--- src/sv/lqfl_pkg.sv ---
// ----------------------------------------------------------------------------
// lqfl_pkg
// Shared types, constants and helpers for the linked queue with free list.
// ----------------------------------------------------------------------------
package lqfl_pkg;

  // Node pool size and pointer geometry; the pointer value NODES means null.
  localparam int unsigned NODES  = 16;
  localparam int unsigned ADDR_W = $clog2(NODES);
  localparam int unsigned PTR_W  = $clog2(NODES + 1);
  localparam int unsigned DATA_W = 32;

  localparam logic [PTR_W-1:0] NULL_PTR = PTR_W'(NODES);

  typedef enum logic {
    OP_PUSH = 1'b0,
    OP_POP  = 1'b1
  } op_e;

  typedef enum logic [1:0] {
    ST_OK        = 2'd0,
    ST_OVERFLOW  = 2'd1,
    ST_UNDERFLOW = 2'd2
  } status_e;

  typedef enum logic {
    S_IDLE = 1'b0,
    S_EXEC = 1'b1
  } state_e;

  typedef struct packed {
    op_e                      operation;
    logic signed [DATA_W-1:0] push_value;
  } in_word_t;

  typedef struct packed {
    logic signed [DATA_W-1:0] pop_value;
    status_e                  status;
  } out_word_t;

  // Any pointer at or beyond NODES counts as null.
  function automatic logic is_node(input logic [PTR_W-1:0] ptr);
    is_node = (ptr < NULL_PTR);
  endfunction

  // Link value of an entry never written since reset: next entry, last is null.
  function automatic logic [PTR_W-1:0] link_reset(input logic [ADDR_W-1:0] addr);
    if (addr == ADDR_W'(NODES - 1)) begin
      link_reset = NULL_PTR;
    end else begin
      link_reset = PTR_W'(addr) + PTR_W'(1);
    end
  endfunction

endpackage

--- src/sv/lqfl_ram.sv ---
// ----------------------------------------------------------------------------
// lqfl_ram
// Generic simple dual-port RAM: one write port, one read port, registered read.
// ----------------------------------------------------------------------------
module lqfl_ram #(
  parameter int unsigned WIDTH = 32,
  parameter int unsigned DEPTH = 16
) (
  input  logic                     clk_i,
  input  logic                     we_i,
  input  logic [$clog2(DEPTH)-1:0] waddr_i,
  input  logic [WIDTH-1:0]         wdata_i,
  input  logic                     re_i,
  input  logic [$clog2(DEPTH)-1:0] raddr_i,
  output logic [WIDTH-1:0]         rdata_o
);

  logic [WIDTH-1:0] mem_q [DEPTH];
  logic [WIDTH-1:0] rdata_q;

  always_ff @(posedge clk_i) begin
    if (we_i) begin
      mem_q[waddr_i] <= wdata_i;
    end
    // hold read data until the next read
    if (re_i) begin
      rdata_q <= mem_q[raddr_i];
    end
  end

  assign rdata_o = rdata_q;

endmodule

--- src/sv/linked_queue_free_list_unit.sv ---
// ----------------------------------------------------------------------------
// linked_queue_free_list_unit
// FIFO queue kept as a singly linked list in a fixed node pool, with unused
// nodes threaded on a free list through the same link memory.
// ----------------------------------------------------------------------------
//
//   channel | direction | handshake             | word
//   --------+-----------+-----------------------+--------------------------------
//   in      | input     | in_valid_i/in_ready_o | in_word_i  (operation, push_value)
//   out     | output    | out_valid_o/out_ready_i | out_word_o (pop_value, status)
//
// Steps: the accept cycle issues the link and value memory reads; then, in
//   S_EXEC, the unit updates the pointers, writes the memories back and
//   loads the result register. A new word is taken only back in S_IDLE.
// Reset: pointers clear at once; link entries read as their reset chain via
//   per-entry written flags, so there is no clearing pass.
// Stalls: a waiting result does not block the next accept; the update cycle
//   holds only while the result register is still full.
// ----------------------------------------------------------------------------
module linked_queue_free_list_unit (
  input  logic                clk_i,
  input  logic                rst_ni,
  input  logic                in_valid_i,
  output logic                in_ready_o,
  input  lqfl_pkg::in_word_t  in_word_i,
  output logic                out_valid_o,
  input  logic                out_ready_i,
  output lqfl_pkg::out_word_t out_word_o
);

  // Control state
  lqfl_pkg::state_e                 state_q, state_d;
  logic [lqfl_pkg::PTR_W-1:0]       front_q, front_d;
  logic [lqfl_pkg::PTR_W-1:0]       rear_q, rear_d;
  logic [lqfl_pkg::PTR_W-1:0]       free_q, free_d;
  logic                             out_valid_q, out_valid_d;
  logic [lqfl_pkg::NODES-1:0]       lnk_vld_q, lnk_vld_d;
  logic                             lnk_rvld_q;

  // Payload registers
  lqfl_pkg::op_e                    op_q;
  logic signed [lqfl_pkg::DATA_W-1:0] val_q;
  lqfl_pkg::out_word_t              out_q, out_d;
  logic [lqfl_pkg::ADDR_W-1:0]      lnk_raddr_q;

  // Memory ports
  logic                             lnk_re, lnk_we;
  logic [lqfl_pkg::ADDR_W-1:0]      lnk_raddr, lnk_waddr;
  logic [lqfl_pkg::PTR_W-1:0]       lnk_rdata, lnk_wdata, lnk_eff;
  logic                             val_re, val_we;
  logic [lqfl_pkg::ADDR_W-1:0]      val_raddr, val_waddr;
  logic [lqfl_pkg::DATA_W-1:0]      val_rdata, val_wdata;

  logic                             in_acc;
  logic                             finish;

  assign in_ready_o = (state_q == lqfl_pkg::S_IDLE);
  assign in_acc     = in_valid_i && in_ready_o;

  // Issue reads on accept: pop follows the front, push follows the free head.
  assign lnk_re    = in_acc;
  assign lnk_raddr = (in_word_i.operation == lqfl_pkg::OP_POP)
                     ? front_q[lqfl_pkg::ADDR_W-1:0] : free_q[lqfl_pkg::ADDR_W-1:0];
  assign val_re    = in_acc && (in_word_i.operation == lqfl_pkg::OP_POP);
  assign val_raddr = front_q[lqfl_pkg::ADDR_W-1:0];

  // Unwritten link entries answer with their reset chain value.
  assign lnk_eff = lnk_rvld_q ? lnk_rdata : lqfl_pkg::link_reset(lnk_raddr_q);

  lqfl_ram #(
    .WIDTH(lqfl_pkg::PTR_W),
    .DEPTH(lqfl_pkg::NODES)
  ) u_link_ram (
    .clk_i  (clk_i),
    .we_i   (lnk_we),
    .waddr_i(lnk_waddr),
    .wdata_i(lnk_wdata),
    .re_i   (lnk_re),
    .raddr_i(lnk_raddr),
    .rdata_o(lnk_rdata)
  );

  lqfl_ram #(
    .WIDTH(lqfl_pkg::DATA_W),
    .DEPTH(lqfl_pkg::NODES)
  ) u_value_ram (
    .clk_i  (clk_i),
    .we_i   (val_we),
    .waddr_i(val_waddr),
    .wdata_i(val_wdata),
    .re_i   (val_re),
    .raddr_i(val_raddr),
    .rdata_o(val_rdata)
  );

  // Next state, pointer update and memory write-back
  always_comb begin
    state_d     = state_q;
    front_d     = front_q;
    rear_d      = rear_q;
    free_d      = free_q;
    lnk_vld_d   = lnk_vld_q;
    out_d       = out_q;
    finish      = 1'b0;
    lnk_we      = 1'b0;
    lnk_waddr   = rear_q[lqfl_pkg::ADDR_W-1:0];
    lnk_wdata   = free_q;
    val_we      = 1'b0;
    val_waddr   = free_q[lqfl_pkg::ADDR_W-1:0];
    val_wdata   = val_q;

    unique case (state_q)
      lqfl_pkg::S_IDLE: begin
        if (in_acc) begin
          state_d = lqfl_pkg::S_EXEC;
        end
      end
      lqfl_pkg::S_EXEC: begin
        // hold until the result register has room
        if (!out_valid_q || out_ready_i) begin
          finish           = 1'b1;
          state_d          = lqfl_pkg::S_IDLE;
          out_d.pop_value  = '0;
          out_d.status     = lqfl_pkg::ST_OK;
          unique case (op_q)
            lqfl_pkg::OP_PUSH: begin
              if (!lqfl_pkg::is_node(free_q)) begin
                out_d.status = lqfl_pkg::ST_OVERFLOW;
              end else begin
                // take the free head, store the value, link it after the rear
                free_d = lnk_eff;
                val_we = 1'b1;
                if (lqfl_pkg::is_node(rear_q)) begin
                  lnk_we    = 1'b1;
                  lnk_waddr = rear_q[lqfl_pkg::ADDR_W-1:0];
                  lnk_wdata = free_q;
                end else begin
                  front_d = free_q;
                end
                rear_d = free_q;
              end
            end
            lqfl_pkg::OP_POP: begin
              if (!lqfl_pkg::is_node(front_q)) begin
                out_d.status = lqfl_pkg::ST_UNDERFLOW;
              end else begin
                // unlink the front and return it to the free list head
                out_d.pop_value = val_rdata;
                lnk_we          = 1'b1;
                lnk_waddr       = front_q[lqfl_pkg::ADDR_W-1:0];
                lnk_wdata       = free_q;
                free_d          = front_q;
                // the rear carries the end of the list, so front == rear
                // means this pop drains the queue
                if (front_q == rear_q) begin
                  front_d = lqfl_pkg::NULL_PTR;
                  rear_d  = lqfl_pkg::NULL_PTR;
                end else begin
                  front_d = lnk_eff;
                end
              end
            end
            default: begin
              out_d.status = lqfl_pkg::ST_OK;
            end
          endcase
        end
      end
      default: begin
        state_d = lqfl_pkg::S_IDLE;
      end
    endcase

    if (lnk_we) begin
      lnk_vld_d[lnk_waddr] = 1'b1;
    end
  end

  // Result register: load on finish, drop on take
  always_comb begin
    if (finish) begin
      out_valid_d = 1'b1;
    end else if (out_ready_i) begin
      out_valid_d = 1'b0;
    end else begin
      out_valid_d = out_valid_q;
    end
  end

  always_ff @(posedge clk_i or negedge rst_ni) begin
    if (!rst_ni) begin
      state_q     <= lqfl_pkg::S_IDLE;
      front_q     <= lqfl_pkg::NULL_PTR;
      rear_q      <= lqfl_pkg::NULL_PTR;
      free_q      <= '0;
      out_valid_q <= 1'b0;
      lnk_vld_q   <= '0;
      lnk_rvld_q  <= 1'b0;
    end else begin
      state_q     <= state_d;
      front_q     <= front_d;
      rear_q      <= rear_d;
      free_q      <= free_d;
      out_valid_q <= out_valid_d;
      lnk_vld_q   <= lnk_vld_d;
      if (lnk_re) begin
        lnk_rvld_q <= lnk_vld_q[lnk_raddr];
      end
    end
  end

  always_ff @(posedge clk_i) begin
    if (in_acc) begin
      op_q        <= in_word_i.operation;
      val_q       <= in_word_i.push_value;
      lnk_raddr_q <= lnk_raddr;
    end
    if (finish) begin
      out_q <= out_d;
    end
  end

  assign out_valid_o = out_valid_q;
  assign out_word_o  = out_q;

  // Assertions
  a_ptr_pair: assert property (@(posedge clk_i) disable iff (!rst_ni)
    lqfl_pkg::is_node(front_q) == lqfl_pkg::is_node(rear_q))
    else $error("front and rear disagree on empty queue");

  a_free_not_rear: assert property (@(posedge clk_i) disable iff (!rst_ni)
    (lqfl_pkg::is_node(free_q) && lqfl_pkg::is_node(rear_q)) |-> (free_q != rear_q))
    else $error("free head aliases the rear node");

  a_result_after_exec: assert property (@(posedge clk_i) disable iff (!rst_ni)
    $rose(out_valid_o) |-> $past(state_q == lqfl_pkg::S_EXEC))
    else $error("result appeared without an update cycle");

  a_error_zero: assert property (@(posedge clk_i) disable iff (!rst_ni)
    (out_valid_o && (out_word_o.status == lqfl_pkg::ST_OVERFLOW ||
                     out_word_o.status == lqfl_pkg::ST_UNDERFLOW))
    |-> (out_word_o.pop_value == '0))
    else $error("failed operation returned nonzero data");

endmodule
--- config.mk ---
export PLATFORM = sky130hd
export DESIGN_NAME = linked_queue_free_list_unit
export DESIGN_NICKNAME = d
export VERILOG_FILES = /design/src/sv/lqfl_pkg.sv /design/src/sv/lqfl_ram.sv /design/src/sv/linked_queue_free_list_unit.sv
export SDC_FILE = /design/constraint.sdc
export NUM_CORES = 1
export LEC_CHECK = 0
export ABC_AREA = 1
export BUFFER_PORTS_ARGS = -buffer_cell sky130_fd_sc_hd__buf_4
export CAP_MARGIN = 10
export CORE_MARGIN = 2
export CORE_UTILIZATION = 30
export CTS_CLUSTER_SIZE = 8
export DETAILED_ROUTE_END_ITERATION = 6
export PLACE_DENSITY = 0.53
export SYNTH_ARGS = -nofsm -noshare
export SYNTH_HDL_FRONTEND = slang
export SYNTH_SLANG_ARGS = --single-unit
--- constraint.sdc ---
create_clock -name clk_i -period 6.6 [get_ports clk_i]
set_clock_uncertainty 0.05 [all_clocks]
set_input_delay 1.32 -clock clk_i [delete_from_list [all_inputs] [get_ports clk_i]]
set_output_delay 1.32 -clock clk_i [all_outputs]
set_load 0.005 [all_outputs]
**After elaboration in Yosys (flattened, before gate mapping)**

Memory sizes are Yosys's and may differ from the RTL's. A register that Yosys moved wholly into a read port is not among the register bits.
Cells that the tools add are included.

- Register bits: 105
- Bits in writable memories: 592
- Output and inout bits: 36
- Memories: 2

- Add/subtract/negate cells: 1
- Order comparisons: 6
- Equal/unequal tests: 6
- Multiplexer cells: 47
- Bitwise gates (word level): 3
- Reductions and logical operators: 11

Memory list:

| memory | words | bits a word | rd ports | clocked after Yosys merged registers in | wr ports | line | source |
|---|---|---|---|---|---|---|---|
| u_value_ram.mem_q | 16 | 32 | 1 | 1 | 1 | lqfl_ram.sv:18 | `logic [WIDTH-1:0] mem_q [DEPTH];` |
| u_link_ram.mem_q | 16 | 5 | 1 | 1 | 1 | lqfl_ram.sv:18 |  |

Operators with widths:

| kind | number |
|---|---|
| two-way mux 5 bit | 11 |
| one-hot mux 5 bit (2 select lines) | 3 |
| two-way mux 1 bit | 22 |
| two-way mux 4 bit | 4 |
| OR 16 bit | 1 |
| less-than comparator 5 bit (second input constant) | 3 |
| less-than comparator 4 x 5 -> 1 bit (second input constant) | 2 |
| AND reduction 5 bit | 2 |
| one-hot mux 4 bit (2 select lines) | 1 |
| adder 4 x 1 -> 5 bit (second input constant) | 1 |
| equality test 5 bit | 1 |
| binary-select mux 1 bit (select 4 bit) | 1 |
| demux 1 bit (select 4 bit) | 1 |
| equality test 4 bit (second input constant) | 1 |
| >= comparator 4 x 1 -> 1 bit (second input constant) | 1 |
| inequality test 2 x 1 -> 1 bit (second input constant) | 2 |
| inequality test 2 bit (second input constant) | 2 |
| one-hot mux 1 bit (2 select lines) | 2 |
| one-hot mux 2 bit (2 select lines) | 1 |
| AND reduction 4 bit | 1 |
| logical AND 1 bit | 3 |
| AND reduction 3 bit | 1 |
| two-way mux 2 bit | 1 |
| NOT 1 bit | 2 |
| other kinds (4) | 4 |

**Longest topological paths before layout**

- Depth after elaboration: 10
- Depth in mapped cells: 12

**By module**

A second synthesis with hierarchy kept.

- Cells, all modules: 2873
- Area, all modules: 31149.9 um2

By module, submodules not included:

| module | times used | cells an instance | area an instance (um2) | seq. area each (um2) |
|---|---|---|---|---|
| lqfl_ram at u_value_ram | 1 | 2120 | 23050.9 | 16335.7 |
| linked_queue_free_list_unit | 1 | 398 | 4367.9 | 2985.4 |
| lqfl_ram at u_link_ram | 1 | 355 | 3731.1 | 2552.4 |

**Worst setup path before layout**

OpenSTA, ideal clock, no wires.

- Kind: input-to-reg
- Start point: input in_valid_i
- End point: register u_value_ram.rdata_q[0] (netlist: u_value_ram.rdata_o[0]), read port of u_value_ram.mem_q, enable pin
- Setup time: 0.421 ns
- Arrival: 4.876 ns
- Required time: 6.129 ns
- Slack: 1.253 ns
- Cell stages on the path: 4
- Buffers on the path: 0
- Cells stage by stage: inv_1 -> nor2_1 -> inv_1 -> nor2_1

- Cells in the longest elaborated chain, start to end: 2

Ends and longest elaborated chain:

| item | line | source |
|---|---|---|
| start, declared | linked_queue_free_list_unit.sv:23 | `input logic in_valid_i,` |
| logical AND 1 bit | linked_queue_free_list_unit.sv:58 | `assign in_acc = in_valid_i && in_ready_o;` |
| via in_acc | linked_queue_free_list_unit.sv:54 | `logic in_acc;` |
| logical AND 1 bit | linked_queue_free_list_unit.sv:64 | `assign val_re = in_acc && (in_word_i.operation == lqfl_pkg::OP_POP);` |
| via u_value_ram.re_i | lqfl_ram.sv:13 | `input logic re_i,` |
| end, declared | lqfl_ram.sv:19 | `logic [WIDTH-1:0] rdata_q;` |

The timed path passes the listed nets, and every way through them passes these cells.
A chain may end at the register's enable or synchronous reset.

==> out/qor.csv <==
stage,metric,value,unit
sta,post-route-period-util,0.493,
status,status,finished clean,
synth,synthCells,2047,
layout,num_antenna_cells,0,
routing,via_per_inst,4.99,
critical_path,end_kind,register,
min_path,min_path_type,reg -> reg,
grt,grt_pass1_wl,108,mm
critical_path,crit_buf_inv,2,
routing,wl_per_cell,21.1,um
critical_path,crit_type,reg -> reg,
floorplanning,core,93500,um^2
synth,synth_top_area_cell,edfxtp_1,
critical_path,start_kind,register,
layout,layout.nets,2164,
sta,slew_headroom,0.256,
synth,synthDistinctLibCells,34,
grt,grtUsageTotal,0.147,
sta,whs,411,ps
clocking,cts_setup_buffers,0,
synth,synthTopCellsByCount,"edfxtp_1, nor2_1, o21ai_0",
sta,max_freq,0.307,GHz
sta,tns,0,ps
sta,hold_viol,0,
clocking,max-clock-path-buffers,3,
clocking,cts_buffers,101,
critical_path,slowest_stage,buf_4,
grt,grt_pass1_vias,17200,
critical_path,cp_cell_sequence,inv_4 > buf_4 > o21ai_0 > o22ai_1 > o211ai_1 > nand2_1,
synth,yosys_warnings,0,
clocking,cts_max_level,3,
routing,drtPass1Iterations,5,
power_and_ir_drop,p_leak,0.0109,uW
floorplanning,io_pins,73,
layout,n_fill_cell,8880,
layout,layout-drive-gt1-share,0.118,
synth,ys_top_cells_by_area,"edfxtp_1, o21ai_0, nor2_1, dfrtp_1, o221ai_1",
clocking,cts.sinks,734,
synth,avgSynthCellArea,13.8,um^2
synth,synth.top_cell.area_share,0.742,
synth,synth-edff-count,700,
critical_path,crit_arrival,3690,ps
grt,grt_max_degree,200,
sta,finalCriticalPeriod,3260,ps
synth,post-synth-top-count-cell,edfxtp_1,
run,maxCapViolations,0,
sta,setup_viol,0,
place,gp_congestion,0.817,
clocking,cts_hold_buffers,0,
critical_path,slowest_delay,710,ps
floorplanning,rows,112,
routing,drc,0,
clocking,clkTransAtPathRegs,50,ps
floorplanning,start_util,0.303,
place,dpl.hpwl,38.1,mm
grt,antenna_found_initial,0,
routing,wl,72.0,mm
layout,syn_to_final_growth,16.6,%
floorplanning,die_area,97000,um^2
floorplanning,die_h,311,um
synth,syn_area,28300,um^2
clocking,cts_tree,done,
synth,syn_nets,2085,
routing,ant_nets,0,
routing,via_count,17000,
layout,multi_input_area,5680,um^2
floorplanning,chipWidth,311,um
sta,worstMarginPinSlew,1120,ps
critical_path,crit_family,buffers and inverters,
place,placement.io_buffers,72,
routing,initialDrtViolationCount,1453,
critical_path,cp.required,7030,ps
layout,register_area,21900,um^2
power_and_ir_drop,cellPowerDensity,419,nW/um^2
clocking,clock-root-buffer,clkbuf_16,
critical_path,path_max_fanout,69,
power_and_ir_drop,ir_worst_vdd,0.256,mV
synth,async_flop_share,0.0463,
synth,synth_seq_cells,734,
grt,overflow,0,
sta,rsz0062_at_grt,false,
synth,synth_flop_cell,edfxtp_1,
sta,finalMaxSlewViolations,0,
clocking,post_cts_resized,0,
synth,synth-seq-area-share,0.772,
clocking,clk_latency,670,ps
[cells in the final DEF (no fill, tap or decap), types with 5 or more instances in the layout]
master / n
a21oi_1: 13
buf_4: 99
clkbuf_1: 20
clkbuf_16: 101
dfrtp_1: 28
edfxtp_1: 700
inv_1: 86
nand2_1: 109
nand2_2: 6
nand3_1: 69
nor2_1: 341
nor2_4: 19
o211ai_1: 70
o21ai_0: 293
o21ai_1: 24
o221ai_1: 86
o22ai_1: 46
xor2_1: 5
[through the flow]
stage	std cells	setup slack, ps	area [um^2]	utilization	total power [uW]
floorplan	2047	1250	28300	-	8100
detailed placement	3277	2850	30300	0.324	9350
global route	3405	3140	33000	0.354	14600
CTS	3405	3280	33000	0.354	14000
global placement	3277	2910	30300	0.324	9290
finish	3405	3340	33000	0.354	13900
[power breakdown]
part	switching, uW	internal, uW
logic	2280	937
clock network	1880	2740
registers	442	5570
total	4600	9250
[state kept, by name (all words and copies together), names as in the netlist, 16 cells and up]
| register | flops |
|---|---|
| val_q | 32 |
| out_word_o | 34 |
| lnk_vld_q | 16 |
| u_value_ram.mem_q | 512 |
| u_link_ram.mem_q | 80 |
| u_value_ram.rdata_o | 32 |
[tightest hold or removal path: stages, from the launching register on]
cell and delay [ps]:
dfrtp_1 320, inv_1 40, o21ai_1 60
[layout make-up]
type | instances | share of cell area
clock buffers | 121 | 0.0788
clock inverters | 7 | 0.00500
inverters | 92 | 0.0107
multi-input cells | 1096 | 0.172
flip-flops and latches | 734 | 0.662
well taps | 1254 | 0.0475
repair buffers | 101 | 0.0237
[cell families (layout without fill, tap and decap cells)]
| family | count (synthesis) | in the layout | share of synthesized area |
|---|---|---|---|
| AND/OR/NAND/NOR | 549 | 549 | 0.0777 |
| XOR/XNOR | 6 | 6 | 0.00185 |
| AO/OA/AOI/OAI | 540 | 540 | 0.116 |
| flip-flops | 734 | 734 | 0.772 |
| adder cells (fa/ha/maj) | 1 | 1 | 0.000441 |
| buffers and inverters | 217 | 321 | 0.0325 |
[worst paths after layout]
check,start,end,slack (ps),cells after the start
worst min-delay path,lnk_vld_q[11],lnk_vld_q[11],410,2
worst max-delay path,front_q[1],u_value_ram.rdata_o[5],3340,6
worst max register to register,front_q[1],u_value_ram.rdata_o[5],3340,6
max in group asynchronous,rst_ni,front_q[1],5530,1
worst min register to register,lnk_vld_q[11],lnk_vld_q[11],410,2
min in group asynchronous,rst_ni,lnk_vld_q[6],580,1
[per-layer routing]
metal	vias to the layer above	GRT usage	wire length, um
met5	-	0	0
met2	527	0.240	34200
li1	7757	-	-
met1	8580	0.195	31500
met4	0	0.0551	2030
met3	125	0.0262	4230
Power figures use the tool's default switching activity.
